===== src/rtl/sdcrc_pkg.sv =====
// ----------------------------------------------------------------------------
// sdcrc_pkg
// Shared constants and types for the SD four-line data CRC16 generator.
// ----------------------------------------------------------------------------
package sdcrc_pkg;

    localparam int unsigned LANES     = 4;
    localparam int unsigned CRC_W     = 16;
    localparam int unsigned CRC_BYTES = (LANES * CRC_W) / 8;
    localparam int unsigned WORD_W    = LANES * CRC_W;
    localparam int unsigned BYTE_CNT_W = $clog2(CRC_BYTES);

    // x^16 + x^12 + x^5 + 1
    localparam logic [CRC_W-1:0] CRC_POLY = 16'h1021;

    typedef logic [CRC_W-1:0] lane_crc_t;
    typedef lane_crc_t [LANES-1:0] lane_crc_vec_t;

    typedef struct packed {
        logic advance;
        logic clear;
    } lane_ctrl_t;

endpackage


===== src/rtl/sdcrc_lane.sv =====
// ----------------------------------------------------------------------------
// sdcrc_lane
// One data line CRC16: folds two line bits per request, first bit first.
// ----------------------------------------------------------------------------
module sdcrc_lane (
    input  logic                    aclk,
    input  logic                    aresetn,
    input  sdcrc_pkg::lane_ctrl_t   ctrl,
    input  logic [1:0]              line_bits,
    output sdcrc_pkg::lane_crc_t    crc_next
);

    sdcrc_pkg::lane_crc_t crc_reg;
    sdcrc_pkg::lane_crc_t seed;
    sdcrc_pkg::lane_crc_t mid;

    function automatic sdcrc_pkg::lane_crc_t crc_step(input sdcrc_pkg::lane_crc_t c,
                                                      input logic d);
        logic fb;
        fb = c[sdcrc_pkg::CRC_W-1] ^ d;
        crc_step = {c[sdcrc_pkg::CRC_W-2:0], 1'b0} ^ (fb ? sdcrc_pkg::CRC_POLY : '0);
    endfunction

    always_comb begin
        seed     = ctrl.clear ? '0 : crc_reg;
        mid      = crc_step(seed, line_bits[1]);
        crc_next = crc_step(mid, line_bits[0]);
    end

    always_ff @(posedge aclk) begin
        if (!aresetn) begin
            crc_reg <= '0;
        end else if (ctrl.advance) begin
            crc_reg <= crc_next;
        end
    end

endmodule


===== src/rtl/sdcrc_merge.sv =====
// ----------------------------------------------------------------------------
// sdcrc_merge
// Interleaves the four lane CRCs into one 64-bit word and sends it out as
// eight bytes, most significant first.
// ----------------------------------------------------------------------------
module sdcrc_merge (
    input  logic                        aclk,
    input  logic                        aresetn,
    input  logic                        load,
    input  sdcrc_pkg::lane_crc_vec_t    lane_crc,
    output logic                        busy,
    output logic                        m_valid,
    input  logic                        m_ready,
    output logic [7:0]                  m_crc_byte,
    output logic                        m_crc_last
);

    logic [sdcrc_pkg::WORD_W-1:0]     packed_word;
    logic [sdcrc_pkg::WORD_W-1:0]     shift_reg;
    logic [sdcrc_pkg::WORD_W-1:0]     shift_next;
    logic [sdcrc_pkg::BYTE_CNT_W-1:0] cnt_reg;
    logic [sdcrc_pkg::BYTE_CNT_W-1:0] cnt_next;
    logic                             busy_reg;
    logic                             busy_next;
    logic                             at_last;

    // lane j bit k lands at bit 4k+j
    always_comb begin
        for (int k = 0; k < sdcrc_pkg::CRC_W; k++) begin
            for (int j = 0; j < sdcrc_pkg::LANES; j++) begin
                packed_word[k*sdcrc_pkg::LANES + j] = lane_crc[j][k];
            end
        end
    end

    assign at_last = (cnt_reg == sdcrc_pkg::BYTE_CNT_W'(sdcrc_pkg::CRC_BYTES - 1));

    always_comb begin
        shift_next = shift_reg;
        cnt_next   = cnt_reg;
        busy_next  = busy_reg;
        if (load) begin
            shift_next = packed_word;
            cnt_next   = '0;
            busy_next  = 1'b1;
        end else if (busy_reg && m_ready) begin
            shift_next = {shift_reg[sdcrc_pkg::WORD_W-9:0], 8'h00};
            cnt_next   = cnt_reg + 1'b1;
            busy_next  = !at_last;
        end
    end

    always_ff @(posedge aclk) begin
        if (!aresetn) begin
            cnt_reg  <= '0;
            busy_reg <= 1'b0;
        end else begin
            cnt_reg  <= cnt_next;
            busy_reg <= busy_next;
        end
    end

    always_ff @(posedge aclk) begin
        shift_reg <= shift_next;
    end

    assign busy       = busy_reg;
    assign m_valid    = busy_reg;
    assign m_crc_byte = shift_reg[sdcrc_pkg::WORD_W-1 -: 8];
    assign m_crc_last = at_last;

`ifndef SYNTHESIS
    a_load_idle: assert property (@(posedge aclk) disable iff (!aresetn)
        load |-> !busy_reg)
        else $error("crc word loaded while previous word still going out");

    a_last_ends: assert property (@(posedge aclk) disable iff (!aresetn)
        (m_valid && m_ready && m_crc_last) |=> !busy_reg)
        else $error("output still busy after final crc byte");

    a_idle_cnt: assert property (@(posedge aclk) disable iff (!aresetn)
        !busy_reg |-> (cnt_reg == '0))
        else $error("byte counter not zero while idle");
`endif

endmodule


===== src/rtl/sd_four_line_data_crc16.sv =====
// ----------------------------------------------------------------------------
// sd_four_line_data_crc16
// CRC16 generator for the four data lines of an SD 4-bit bus.
// ----------------------------------------------------------------------------
// usage:
//   s_ channel: one data byte per request, high nibble driven on the lines
//   first. s_first_byte clears all four line CRCs before the byte,
//   s_last_byte ends the block and queues the packed 64-bit CRC word.
//   m_ channel: eight CRC bytes per block, most significant first,
//   m_crc_last high on the eighth.
// latency and throughput:
//   one data byte per cycle while s_ready is high; the four line CRCs
//   advance in the accept cycle. the first CRC byte is valid the cycle
//   after the last data byte; the output register sends one byte per cycle
//   while m_ready is high. data bytes keep flowing while the word goes out;
//   a further last byte waits until the eighth CRC byte has been taken.
// reset:
//   clears all line CRCs and drops m_valid.
// stall:
//   with m_ready low the current CRC byte holds; data bytes without
//   s_last_byte are still accepted.
// ----------------------------------------------------------------------------
module sd_four_line_data_crc16 (
    input  logic        aclk,
    input  logic        aresetn,
    input  logic        s_valid,
    output logic        s_ready,
    input  logic [7:0]  s_data_byte,
    input  logic        s_first_byte,
    input  logic        s_last_byte,
    output logic        m_valid,
    input  logic        m_ready,
    output logic [7:0]  m_crc_byte,
    output logic        m_crc_last
);

    sdcrc_pkg::lane_ctrl_t    lane_ctrl;
    sdcrc_pkg::lane_crc_vec_t lane_crc;
    logic                     accept;
    logic                     busy;

    assign s_ready         = !busy || !s_last_byte;
    assign accept          = s_valid && s_ready;
    assign lane_ctrl.advance = accept;
    assign lane_ctrl.clear   = s_first_byte;

    for (genvar j = 0; j < sdcrc_pkg::LANES; j++) begin : g_lane
        sdcrc_lane u_lane (
            .aclk      (aclk),
            .aresetn   (aresetn),
            .ctrl      (lane_ctrl),
            .line_bits ({s_data_byte[sdcrc_pkg::LANES + j], s_data_byte[j]}),
            .crc_next  (lane_crc[j])
        );
    end

    sdcrc_merge u_merge (
        .aclk       (aclk),
        .aresetn    (aresetn),
        .load       (accept && s_last_byte),
        .lane_crc   (lane_crc),
        .busy       (busy),
        .m_valid    (m_valid),
        .m_ready    (m_ready),
        .m_crc_byte (m_crc_byte),
        .m_crc_last (m_crc_last)
    );

endmodule

===== config.mk =====
export PLATFORM = sky130hd
export DESIGN_NAME = sd_four_line_data_crc16
export DESIGN_NICKNAME = d
export VERILOG_FILES = /design/src/rtl/sdcrc_pkg.sv /design/src/rtl/sdcrc_lane.sv /design/src/rtl/sdcrc_merge.sv /design/src/rtl/sd_four_line_data_crc16.sv
export SDC_FILE = /design/constraint.sdc
export NUM_CORES = 1
export LEC_CHECK = 0
export ABC_AREA = 1
export BUFFER_PORTS_ARGS = -buffer_cell sky130_fd_sc_hd__buf_2
export CAP_MARGIN = 20
export CORE_MARGIN = 1
export CORE_UTILIZATION = 66
export DETAILED_ROUTE_END_ITERATION = 10
export PLACE_DENSITY = 0.83
export SYNTH_ARGS = -nofsm -noshare
export SYNTH_HDL_FRONTEND = slang
export SYNTH_SLANG_ARGS = --single-unit

===== constraint.sdc =====
create_clock -name aclk -period 5.81 [get_ports aclk]
set_input_delay 0.2905 -clock aclk [delete_from_list [all_inputs] [get_ports aclk]]
set_output_delay 0.2905 -clock aclk [all_outputs]
set_load 0.005 [all_outputs]

==> results_dict.tcl <==
set metrics [dict create \
    slew_headroom_pct 31.53 \
    final_common_cell "nand2_1" \
    setup_tns_ns 0 \
    critPathSlowestCell "inv_4" \
    antenna_found_initial 0 \
    post-cts-setup-buffers 0 \
    crit_path_end_kind "flop" \
    die_y_um 95.39 \
    place_hpwl_um 6693 \
    cts.clk_slew.worst_paths_ns 0.06 \
    path_cells "nand2_2 -> nand2_2 -> inv_4 -> nand2_4 -> buf_4 -> inv_2 -> nand2_1 -> nand2_1" \
    wire_per_inst_um 14.94 \
    worst_hold_startpoint "m_ready" \
    grt_start_max_net_pins 118 \
    grt_pass1_wl_um 19870 \
    crit_fanout 117 \
    rsz0062_at_grt "no" \
    crit_start "u_merge.busy" \
    drc 0 \
    hold_viol 0 \
    ys_types 20 \
    grt_overflow 0 \
    period_share_pct 55.83 \
    clk-insertion-delay-late_ns 0.52 \
    drt_first_iter_violations 340 \
    yosysSeqAreaShare_pct 57.04 \
    first_pass_iters 5 \
    min-delay-path-class "in2reg" \
    clockBufferDepth 2 \
    fmax_mhz 308.3 \
    antenna-diode-count 0 \
    post-route-util_pct 75.70 \
    setup-violations-final 0 \
    cts_sinks 132 \
    fin_area_sq_um 6314 \
    die-area_sq_um 9098 \
    crit_arrival_ns 3.62 \
    dr_total_vias 4572 \
    ioPinCount 25 \
    ctsResizeCount 0 \
    cp_slowest_stage_delay_ns 0.78 \
    synth_area_leaders "edfxtp_1 33%, dfxtp_1 24%, nand2_1 15%, o21ai_0 5.7%, a21oi_1 5.0%" \
    ys_warn_count 0 \
    layout_common_cells "236 x nand2_1, 68 x dfxtp_1, 65 x o21ai_0" \
    place_congestion 0.7965 \
    reg2reg_from "u_merge.busy" \
    tightestPinTransition_ns 1.027 \
    slew_viol_final 0 \
    start_util_pct 69.01 \
    routed_wl_um 12040 \
    grt_pass1_vias 4382 \
    worstHoldPathCells 3 \
    die_x_um 95.39 \
    layout-drive-gt1-share_pct 9.843 \
    cts_tree "built" \
    synth_top_cell_area_share_pct 33.39 \
    final_antenna_net_count 0 \
    yosys.area.top_type "edfxtp_1" \
    p_per_area_nw_per_um2 362.6 \
    reg2regPathDepth 8 \
    rows 33 \
    syn_area_per_cell_sq_um 8.366 \
    cts_hold_buf 0 \
    reg2reg_to "u_merge.shift_reg[55]" \
    power_leakage_nw 2.839 \
    syn-cell-area_sq_um 5756 \
    cts-htree-levels 4 \
    finClkSkew_ns 0.009807 \
    area_delta_synth_final_pct 9.696 \
    core_area_sq_um 8341 \
    numPortBuffers 24 \
    path_class "reg2reg" \
    synth_seq_cells 132 \
    nNetsFinal 704 \
    synth_cells 688 \
    viasPerCell 5.672 \
    worstSetupStartpointType "flop" \
    min_to "u_merge.cnt_reg[2]" \
    cap_violations 0 \
    syn_nets 704 \
    rrSetupSlack_ns 2.57 \
    grtUsageTotal_pct 28.80 \
    ctsRootBufferMaster "clkbuf_8" \
    fin_crit_ns 3.244 \
    place_area_sq_um 5749 \
    worst-endpoint-required_ns 6.19 \
    status "complete, no violations" \
    cts_made_buffers 17 \
    peakVddDrop_mv 0.2291 \
]
## routing by layer
layer | track usage [%] | up-vias | wire [um]
met5 | 0 | - | 0
met4 | 11.82 | 0 | 249
met3 | 6.778 | 29 | 664
met2 | 49.17 | 165 | 6039
met1 | 35.02 | 2118 | 5085
li1 | - | 2260 | -
## cell usage after synthesis
library cell	instances
dfxtp_1	68
nand2_4	1
xor2_1	1
a21oi_1	57
o21ai_2	4
nand2_1	237
buf_6	7
ha_1	2
o21ai_0	65
o21ai_1	10
inv_1	47
nand2_2	2
buf_2	16
inv_2	2
nand3_1	42
buf_4	10
nor2_1	39
inv_4	1
edfxtp_1	64
clkbuf_1	13
## report_power, final
group	internal (W)	switching (W)	total, W
clock network	0.000598	0.000398	0.000996
registers	0.00106	0.0000284	0.00109
logic	0.0000611	0.000147	0.000208
## logic make-up (layout without fill, tap and decap cells)
kind of cell | after synthesis | in the layout | share of synthesized area, %
flops | 132 | 132 | 57.04
fa+ha+maj | 2 | 2 | 0.4347
compound gates | 136 | 136 | 12.09
buf+inv | 96 | 109 | 8.218
simple gates | 321 | 321 | 22.07
xor+xnor | 1 | 1 | 0.1522
## worst max path at each step
stage | to | slack [ns] | cells after the start
final | u_merge.shift_reg[55] | 2.57 | 8
after global routing | u_merge.shift_reg[55] | 2.24 | 8
after CTS | u_merge.shift_reg[45] | 2.59 | 6
after detailed placement | u_merge.shift_reg[46] | 2.57 | 7
after global placement | u_merge.shift_reg[54] | 2.66 | 7
after floorplan | u_merge.shift_reg[0] | 3.07 | 7
## through the flow
step / cells / worst slack (ns) / hold slack, ns / total power (W)
CTS: 806 / 2.593 / 0.05784 / 0.002293
global placement: 774 / 2.664 / 0.4423 / 0.001293
detailed placement: 774 / 2.573 / 0.4588 / 0.001305
finish: 806 / 2.566 / 0.07286 / 0.002290
global route: 806 / 2.240 / 0.07489 / 0.002374
floorplan: 688 / 3.068 / 0.4289 / 0.001262
## area by class of cell
cell class | instances | area (sq um)
Inverter | 50 | 190.2
Clock inverter | 10 | 68.82
Tap cell | 105 | 131.4
Multi-Input combinational cell | 460 | 2002
Clock buffer | 22 | 495.5
Sequential cell | 132 | 3283
Fill cell | 589 | 2027
Timing Repair Buffer | 27 | 142.6
## critical path: cells and delay by family (launching register included)
kind                   cells  cell delay [ns]
buffers and inverters      3             1.62
flip-flops                 1             0.36
AND/OR/NAND/NOR            5             1.04
(Power assumes the default switching activity.)
